==> src/design/tws_pkg.sv <==
`default_nettype none
// ----------------------------------------------------------------------------
// tws_pkg
// Shared types and constants for the three-wire serial master.
// ----------------------------------------------------------------------------
package tws_pkg;

	localparam int unsigned BYTE_BITS = 8;
	localparam int unsigned TX_BITS   = 2 * BYTE_BITS;
	localparam int unsigned CNT_W     = $clog2(TX_BITS + 1);

	typedef logic [BYTE_BITS-1:0] byte_t;
	typedef logic [TX_BITS-1:0]   txw_t;
	typedef logic [CNT_W-1:0]     bitcnt_t;
	typedef logic [7:0]           tick_t;

	typedef enum logic [1:0] {
		CMD_TICK  = 2'd0,
		CMD_WRITE = 2'd1,
		CMD_READ  = 2'd2
	} cmd_t;

	typedef enum logic [2:0] {
		PH_IDLE  = 3'd0,
		PH_SETUP = 3'd1,
		PH_LOW   = 3'd2,
		PH_HIGH  = 3'd3
	} phase_t;

	typedef struct packed {
		logic [1:0] command;
		byte_t      address;
		byte_t      write_data;
		logic       sio_in;
	} item_t;

	typedef struct packed {
		phase_t  phase;
		bitcnt_t bit_count;
		txw_t    tx_shift;
		byte_t   rx_shift;
		tick_t   tick_count;
		logic    is_read;
		logic    clock_level;
	} state_t;

	typedef struct packed {
		logic  sck;
		logic  ce;
		logic  sio_out;
		logic  sio_drive;
		logic  busy_res;
		logic  done_res;
		byte_t read_data;
		logic  rejected;
	} result_t;

endpackage
`default_nettype wire

==> src/design/tws_if.sv <==
`default_nettype none
// ----------------------------------------------------------------------------
// tws_if
// Valid/ready channels of the three-wire serial master: request, result and
// configuration write.
// ----------------------------------------------------------------------------
interface tws_req_if
	import tws_pkg::*;
();
	logic       valid;
	logic       ready;
	logic [1:0] command;
	byte_t      address;
	byte_t      write_data;
	logic       sio_in;

	modport source (output valid, command, address, write_data, sio_in, input ready);
	modport sink   (input valid, command, address, write_data, sio_in, output ready);
endinterface

interface tws_rsp_if
	import tws_pkg::*;
();
	logic  valid;
	logic  ready;
	logic  sck;
	logic  ce;
	logic  sio_out;
	logic  sio_drive;
	logic  busy_res;
	logic  done_res;
	byte_t read_data;
	logic  rejected;

	modport source (output valid, sck, ce, sio_out, sio_drive, busy_res, done_res,
		read_data, rejected, input ready);
	modport sink   (input valid, sck, ce, sio_out, sio_drive, busy_res, done_res,
		read_data, rejected, output ready);
endinterface

interface tws_cfg_if
	import tws_pkg::*;
();
	logic  valid;
	logic  ready;
	tick_t data;

	modport source (output valid, data, input ready);
	modport sink   (input valid, data, output ready);
endinterface
`default_nettype wire

==> src/design/tws_step.sv <==
`default_nettype none
// ----------------------------------------------------------------------------
// tws_step
// One timebase tick of the link sequencer: next state and line levels.
// ----------------------------------------------------------------------------
module tws_step
	import tws_pkg::*;
(
	input  wire item_t   item,
	input  wire state_t  cur,
	input  wire tick_t   half_period,
	output state_t       nxt,
	output result_t      res
);

	tick_t   limit;
	tick_t   tick_inc;
	bitcnt_t bit_inc;
	logic    start;
	logic    rx_now;
	logic    rx_nxt;
	logic    done;
	logic    rej;

	assign limit    = (half_period == '0) ? tick_t'(1) : half_period;
	assign tick_inc = cur.tick_count + tick_t'(1);
	assign bit_inc  = cur.bit_count + bitcnt_t'(1);
	assign start    = (item.command == CMD_WRITE) || (item.command == CMD_READ);
	assign rx_now   = cur.is_read && (cur.bit_count >= bitcnt_t'(BYTE_BITS));
	assign rx_nxt   = nxt.is_read && (nxt.bit_count >= bitcnt_t'(BYTE_BITS));

	// next state
	always_comb begin
		nxt  = cur;
		done = 1'b0;
		rej  = 1'b0;
		case (cur.phase)
			PH_IDLE: begin
				if (start) begin
					nxt.is_read     = (item.command == CMD_READ);
					nxt.tx_shift    = (item.command == CMD_READ) ? {byte_t'(0), item.address}
						: {item.write_data, item.address};
					nxt.rx_shift    = '0;
					nxt.bit_count   = '0;
					nxt.tick_count  = '0;
					nxt.clock_level = 1'b0;
					nxt.phase       = PH_SETUP;
				end
			end
			default: begin
				rej            = start;
				nxt.tick_count = tick_inc;
				if (tick_inc >= limit) begin
					nxt.tick_count = '0;
					case (cur.phase)
						PH_SETUP: begin
							nxt.phase       = PH_LOW;
							nxt.clock_level = 1'b0;
						end
						PH_LOW: begin
							if (rx_now)
								nxt.rx_shift = {item.sio_in, cur.rx_shift[BYTE_BITS-1:1]};
							nxt.phase       = PH_HIGH;
							nxt.clock_level = 1'b1;
						end
						default: begin
							nxt.tx_shift  = cur.tx_shift >> 1;
							nxt.bit_count = bit_inc;
							if (bit_inc >= bitcnt_t'(TX_BITS)) begin
								nxt.phase       = PH_IDLE;
								nxt.clock_level = 1'b1;
								done            = 1'b1;
							end else begin
								nxt.phase       = PH_LOW;
								nxt.clock_level = 1'b0;
							end
						end
					endcase
				end
			end
		endcase
	end

	// line levels after the tick
	always_comb begin
		res           = '0;
		res.sck       = nxt.clock_level;
		res.ce        = (nxt.phase != PH_IDLE);
		res.busy_res  = (nxt.phase != PH_IDLE);
		res.done_res  = done;
		res.rejected  = rej;
		res.read_data = (done && nxt.is_read) ? nxt.rx_shift : '0;
		if (((nxt.phase == PH_LOW) || (nxt.phase == PH_HIGH)) && !rx_nxt) begin
			res.sio_drive = 1'b1;
			res.sio_out   = nxt.tx_shift[0];
		end
	end

endmodule
`default_nettype wire

==> src/design/three_wire_serial_master.sv <==
`default_nettype none
// ----------------------------------------------------------------------------
// three_wire_serial_master
// Chip enable / serial clock / bidirectional data link master, LSB first.
// ----------------------------------------------------------------------------
// Usage:
//   req  : one item per timebase tick. command 0 is a plain tick, 1 starts a
//          write (address byte then write_data), 2 starts a read (address
//          byte then one received byte). sio_in is the data line level.
//   rsp  : one item per request item, with the line levels after that tick
//          (sck, ce, sio_out, sio_drive), busy, the done pulse, read_data on
//          the done item of a read, and rejected for a start while busy.
//   cfg  : write of half_period_ticks (ticks per clock half period, 0 acts
//          as 1). Always ready; write only while the link is idle.
// Path: a request item goes through the input register, then the result
//   register, before it shows up on rsp.
// Throughput: one item per clock while rsp is not stalled. The sequencer step
//   is a single pass of logic between the input register and the result register.
// Reset: arst_n clears the sequencer to idle, clock low, no items held, and
//   half_period_ticks to 1.
// Stall: with rsp.ready low and the result register full, that register holds;
//   the input register still takes one more item, then req.ready drops until rsp drains.
// ----------------------------------------------------------------------------
module three_wire_serial_master
	import tws_pkg::*;
(
	input  wire          clk,
	input  wire          arst_n,
	tws_req_if.sink      req,
	tws_rsp_if.source    rsp,
	tws_cfg_if.sink      cfg
);

	// input register stage
	logic    valid_s1;
	item_t   item_s1;

	// sequencer state and configuration
	state_t  state_q;
	state_t  state_nxt;
	tick_t   half_period_q;

	// result register
	logic    rsp_valid_q;
	result_t res_q;
	result_t res_nxt;

	logic    advance;
	logic    step_en;

	// result register can take a new item when empty or being drained
	assign advance   = !rsp_valid_q || rsp.ready;
	assign step_en   = valid_s1 && advance;
	assign req.ready = !valid_s1 || advance;
	assign cfg.ready = 1'b1;

	always_ff @(posedge clk or negedge arst_n) begin
		if (!arst_n) begin
			half_period_q <= tick_t'(1);
		end else if (cfg.valid) begin
			half_period_q <= cfg.data;
		end
	end

	always_ff @(posedge clk or negedge arst_n) begin
		if (!arst_n) begin
			valid_s1 <= 1'b0;
		end else if (req.ready) begin
			valid_s1 <= req.valid;
		end
	end

	always_ff @(posedge clk) begin
		if (req.ready && req.valid) begin
			item_s1.command    <= req.command;
			item_s1.address    <= req.address;
			item_s1.write_data <= req.write_data;
			item_s1.sio_in     <= req.sio_in;
		end
	end

	// one tick of the sequencer per accepted item
	tws_step u_step (
		.item        (item_s1),
		.cur         (state_q),
		.half_period (half_period_q),
		.nxt         (state_nxt),
		.res         (res_nxt)
	);

	always_ff @(posedge clk or negedge arst_n) begin
		if (!arst_n) begin
			state_q <= '{phase: PH_IDLE, default: '0};
		end else if (step_en) begin
			state_q <= state_nxt;
		end
	end

	always_ff @(posedge clk or negedge arst_n) begin
		if (!arst_n) begin
			rsp_valid_q <= 1'b0;
		end else if (advance) begin
			rsp_valid_q <= valid_s1;
		end
	end

	always_ff @(posedge clk) begin
		if (step_en) begin
			res_q <= res_nxt;
		end
	end

	assign rsp.valid     = rsp_valid_q;
	assign rsp.sck       = res_q.sck;
	assign rsp.ce        = res_q.ce;
	assign rsp.sio_out   = res_q.sio_out;
	assign rsp.sio_drive = res_q.sio_drive;
	assign rsp.busy_res  = res_q.busy_res;
	assign rsp.done_res  = res_q.done_res;
	assign rsp.read_data = res_q.read_data;
	assign rsp.rejected  = res_q.rejected;

endmodule
`default_nettype wire
==> src/flat_wrapper.sv <==
// flat-port wrapper written by rule: the top's interface ports become plain ports
module three_wire_serial_master_flat import tws_pkg::*;
  (clk, arst_n, req_valid, req_command, req_address, req_write_data, req_sio_in, req_ready, rsp_valid, rsp_sck, rsp_ce, rsp_sio_out, rsp_sio_drive, rsp_busy_res, rsp_done_res, rsp_read_data, rsp_rejected, rsp_ready, cfg_valid, cfg_data, cfg_ready);
  tws_req_if req_i ();
  tws_rsp_if rsp_i ();
  tws_cfg_if cfg_i ();
  input  wire clk;
  input  wire arst_n;
  input wire logic [$bits(req_i.valid)-1:0] req_valid;
  input wire logic [$bits(req_i.command)-1:0] req_command;
  input wire logic [$bits(req_i.address)-1:0] req_address;
  input wire logic [$bits(req_i.write_data)-1:0] req_write_data;
  input wire logic [$bits(req_i.sio_in)-1:0] req_sio_in;
  output wire logic [$bits(req_i.ready)-1:0] req_ready;
  output wire logic [$bits(rsp_i.valid)-1:0] rsp_valid;
  output wire logic [$bits(rsp_i.sck)-1:0] rsp_sck;
  output wire logic [$bits(rsp_i.ce)-1:0] rsp_ce;
  output wire logic [$bits(rsp_i.sio_out)-1:0] rsp_sio_out;
  output wire logic [$bits(rsp_i.sio_drive)-1:0] rsp_sio_drive;
  output wire logic [$bits(rsp_i.busy_res)-1:0] rsp_busy_res;
  output wire logic [$bits(rsp_i.done_res)-1:0] rsp_done_res;
  output wire logic [$bits(rsp_i.read_data)-1:0] rsp_read_data;
  output wire logic [$bits(rsp_i.rejected)-1:0] rsp_rejected;
  input wire logic [$bits(rsp_i.ready)-1:0] rsp_ready;
  input wire logic [$bits(cfg_i.valid)-1:0] cfg_valid;
  input wire logic [$bits(cfg_i.data)-1:0] cfg_data;
  output wire logic [$bits(cfg_i.ready)-1:0] cfg_ready;
  assign req_i.valid = req_valid;
  assign req_i.command = req_command;
  assign req_i.address = req_address;
  assign req_i.write_data = req_write_data;
  assign req_i.sio_in = req_sio_in;
  assign req_ready = req_i.ready;
  assign rsp_valid = rsp_i.valid;
  assign rsp_sck = rsp_i.sck;
  assign rsp_ce = rsp_i.ce;
  assign rsp_sio_out = rsp_i.sio_out;
  assign rsp_sio_drive = rsp_i.sio_drive;
  assign rsp_busy_res = rsp_i.busy_res;
  assign rsp_done_res = rsp_i.done_res;
  assign rsp_read_data = rsp_i.read_data;
  assign rsp_rejected = rsp_i.rejected;
  assign rsp_i.ready = rsp_ready;
  assign cfg_i.valid = cfg_valid;
  assign cfg_i.data = cfg_data;
  assign cfg_ready = cfg_i.ready;
  three_wire_serial_master u_core (.clk(clk), .arst_n(arst_n), .req(req_i), .rsp(rsp_i), .cfg(cfg_i));
endmodule
==> config.mk <==
export PLATFORM = sky130hd
export DESIGN_NAME = three_wire_serial_master_flat
export DESIGN_NICKNAME = d
export VERILOG_FILES = /design/src/design/tws_pkg.sv /design/src/design/tws_if.sv /design/src/design/tws_step.sv /design/src/design/three_wire_serial_master.sv /design/src/flat_wrapper.sv
export SDC_FILE = /design/constraint.sdc
export NUM_CORES = 1
export LEC_CHECK = 0
export ABC_AREA = 0
export BUFFER_PORTS_ARGS = -buffer_cell sky130_fd_sc_hd__buf_2
export CAP_MARGIN = 40
export CORE_ASPECT_RATIO = 1.2
export CORE_UTILIZATION = 61
export CTS_BUF_LIST = sky130_fd_sc_hd__clkbuf_2 sky130_fd_sc_hd__clkbuf_4 sky130_fd_sc_hd__clkbuf_8
export CTS_CLUSTER_SIZE = 40
export DETAILED_ROUTE_END_ITERATION = 16
export GPL_ROUTABILITY_DRIVEN = 0
export GPL_TIMING_DRIVEN = 0
export PLACE_DENSITY = 0.83
export REMOVE_ABC_BUFFERS = 1
export SYNTH_ARGS = -nofsm -noshare
export SYNTH_HDL_FRONTEND = slang
export SYNTH_HIERARCHICAL = 1
export SYNTH_SLANG_ARGS = --single-unit
export TNS_END_PERCENT = 1
==> constraint.sdc <==
create_clock -name clk -period 3.6 [get_ports clk]
set_input_delay 0.36 -clock clk [delete_from_list [all_inputs] [get_ports clk]]
set_output_delay 0.36 -clock clk [all_outputs]
set_load 0.05 [all_outputs]
==> results.ini <==
[route]
via_count=2900
dr.pass1.iters=5
routedWlPerCell_um=16.6
ant_nets=0
wl_mm=8.22
post-route-drc-count=0
drt-initial-drc-count=339
via_per_inst=5.86

[power_and_ir_drop]
power.density_mw_per_mm2=630
power_frac_comb=0.322
clkPwrFrac=0.236
ir_drop_mv=0.351
p_int_mw=2.12
switchingPower_mw=1.03
sw_frac_of_total=0.328
report.power.total_mw=3.15
sequentialPowerShare=0.442
p_leak_nw=2.35

[die]
fp.dieH_um=96.3
dieWidth_um=80.5
dieArea_mm2=0.00775
start_util=0.628
core_area_mm2=0.00719
fp-row-count=34
ioPinCount=50

[synthesis]
synth_top_area_cell=dfrtp_1
async_flop_share=0.605
yosys-top-cells-count=dfrtp_1, mux2_4, edfxtp_1
synth_top_flop_cell=dfrtp_1
avgSynthCellArea_um2=12.6
synth.distinct_cells=54
yosysTopAreaCellShare=0.283
ys_warn_count=6
yosysMostFrequentCell=dfrtp_1
seq_area_frac_synth=0.515
ys_ff_latch=86
synth_edf_count=34
synth_area_leaders=dfrtp_1, edfxtp_1, mux2_4
synthesis.instances=357
syn_area_mm2=0.00452

[setup_path]
critPathKind=reg -> reg
path_cells=and3_1 -> and3_1 -> and3_1 -> xor2_1 -> ha_1 -> nand2_1 -> o21ai_1 -> inv_1 -> nand2_4 -> nand2b_1 -> o22ai_1 -> nor2_1 -> mux2_4
critPathRequiredTime_ns=3.84
slowest_stage=dfrtp_1
slowest_delay_ns=0.46
worst_setup_path_end_kind=flop
crit_fanout=9
cp-start-kind=flop
reg2reg_slack_ns=0.23
crit_top_cell=and3_1
worst_ep_arrival_time_ns=3.61

[timing]
slew_headroom=0.452
setup_ws_ns=0.231
tightest_slew_ns=0.823
slew_violations=0
setup_viol=0
skew_ns=0.0148
hold_slack_ns=0.176
min_period_over_period=0.936
rsz0062_at_grt=no
hold_violations=0
max_freq_mhz=297
fin_crit_ns=3.37

[cells_and_area]
design_area_mm2=0.00500
n_antenna_cell=0
n_fill_cell=491
syn_to_final_growth_pct=10.7
num-nets-final=444
drive_gt1_frac=0.331

[global_routing]
antenna_found_initial=0
grt_start_max_net_pins=44
grt_pass1_vias=3089
grt_pass1_wl_mm=13.9
grt_usage=0.240
grt.overflow.total=0

[clock_network]
clk_path_buf_depth=2
clk_latency_ns=0.36
h-tree-depth=3
root_buffer=clkbuf_8
cts.clk_slew.worst_paths_ns=0.08
cts_num_sinks=86
cts_setup_buffers=0
cts_tree=yes
cts_buffers=9

[placement]
place.port_buffers=48
post-place-ws_ns=-0.000265
post-dp-hpwl_mm=5.59
place_area_mm2=0.00476

[run_status]
status=completed

[job]
maxCapViolCount=0

[hold_path]
hold_class=in -> reg

[layer usage]
| layer | track usage | up-vias | part of all wire |
|---|---|---|---|
| met1 | 0.285 | 1427 | 0.41 |
| met2 | 0.411 | 88 | 0.51 |
| met3 | 0.0464 | 25 | 0.050 |
| met5 | 0 | - | 0 |
| met4 | 0.128 | 0 | 0.030 |
| li1 | - | 1360 | - |
[critical path: cells and delay by family, from the launching register on]
family | cells | cell delay (ns)
AND/OR/NAND/NOR | 7 | 1.15
AO/OA/AOI/OAI | 2 | 0.64
flip-flops | 1 | 0.46
adder cells (fa/ha/maj) | 1 | 0.32
buffers and inverters | 1 | 0.27
multiplexers | 1 | 0.27
XOR/XNOR | 1 | 0.15
[area by class of cell]
class                      instances  area (µm²)  area share
sequential                        86        2320       0.465
multi-input combinational        226        1970       0.394
timing repair buffer              50         270      0.0541
clock buffer                      10         138      0.0275
tap                               90         113      0.0225
inverter                          28         105      0.0210
clock inverter                     5        82.6      0.0165
[path summary, 6_finish.rpt]
check | startpoint | end | cells past startpoint
worst max register to register | u_core/state_q[2] | u_core/state_q[23] | 13
max in group asynchronous | arst_n | u_core/half_period_q[2] | 3
worst min-delay path | req_address[2] | u_core/item_s1[11] | 1
worst min register to register | u_core/half_period_q[3] | u_core/half_period_q[3] | 1
min in group asynchronous | arst_n | u_core/state_q[14] | 2
worst max-delay path | u_core/state_q[2] | u_core/state_q[23] | 13
[layout by cell type (no fill, tap or decap), types with 5 or more instances in the layout]
master / instances
clkbuf_8: 10
nand2_1: 21
a22o_1: 7
nand3_1: 5
mux2_2: 12
and2b_1: 7
o22ai_1: 9
a222oi_1: 7
mux2_4: 39
inv_1: 28
buf_2: 48
dfrtp_1: 51
nor2_1: 28
ha_1: 11
o21ai_0: 10
mux2i_1: 9
a21oi_1: 6
edfxtp_1: 34
[cells by family (layout without fill, tap and decap cells)]
family | after synthesis | count (layout) | share of synthesized area
muxes | 60 | 60 | 0.180
adders and majority gates | 11 | 11 | 0.0305
other | 1 | 1 | 0.000830
DFF | 86 | 86 | 0.515
xor gates and xnor gates | 7 | 7 | 0.0136
AOI/OAI and AO/OA | 57 | 57 | 0.0967
and+or+nand+nor | 90 | 90 | 0.112
buffers and inverters | 45 | 93 | 0.0521
[flip-flops by register name (all words and copies together) (netlist names)]
name / cells
u_core/rsp.valid: 1
u_core/state_q: 42
u_core/rsp.sio_drive: 1
u_core/item_s1: 19
u_core/rsp.rejected: 1
u_core/rsp.sio_out: 1
u_core/rsp.done_res: 1
u_core/valid_s1: 1
u_core/rsp.read_data: 8
u_core/rsp.ce: 1
u_core/rsp.busy_res: 1
u_core/half_period_q: 8
u_core/rsp.sck: 1
[per-stage QoR]
stage           TNS [ns]  std cells  utilization
2_1_floorplan          0        340            -
3_3_place_gp           0        478        0.659
3_5_place_dp   -0.000265        479        0.662
4_1_cts                0        495        0.694
5_1_grt                0        495        0.695
6_report               0        495        0.695
[power groups by stage]
stage / combinational, mW / clock, mW / sequential (mW)
after CTS: 1.01 / 0.759 / 1.39
after global routing: 1.11 / 0.789 / 1.42
after global placement: 0.937 / 0 / 1.39
final: 1.01 / 0.743 / 1.39
after detailed placement: 1.00 / 0 / 1.41
after floorplan: 0.754 / 0 / 1.41
[repair_timing]
action,in CTS,in global routing
hold endpoints to repair,17,0
gates resized for setup,1,1
setup endpoints to repair,2,1
hold buffers,1,0
(Power assumes the default switching activity.)
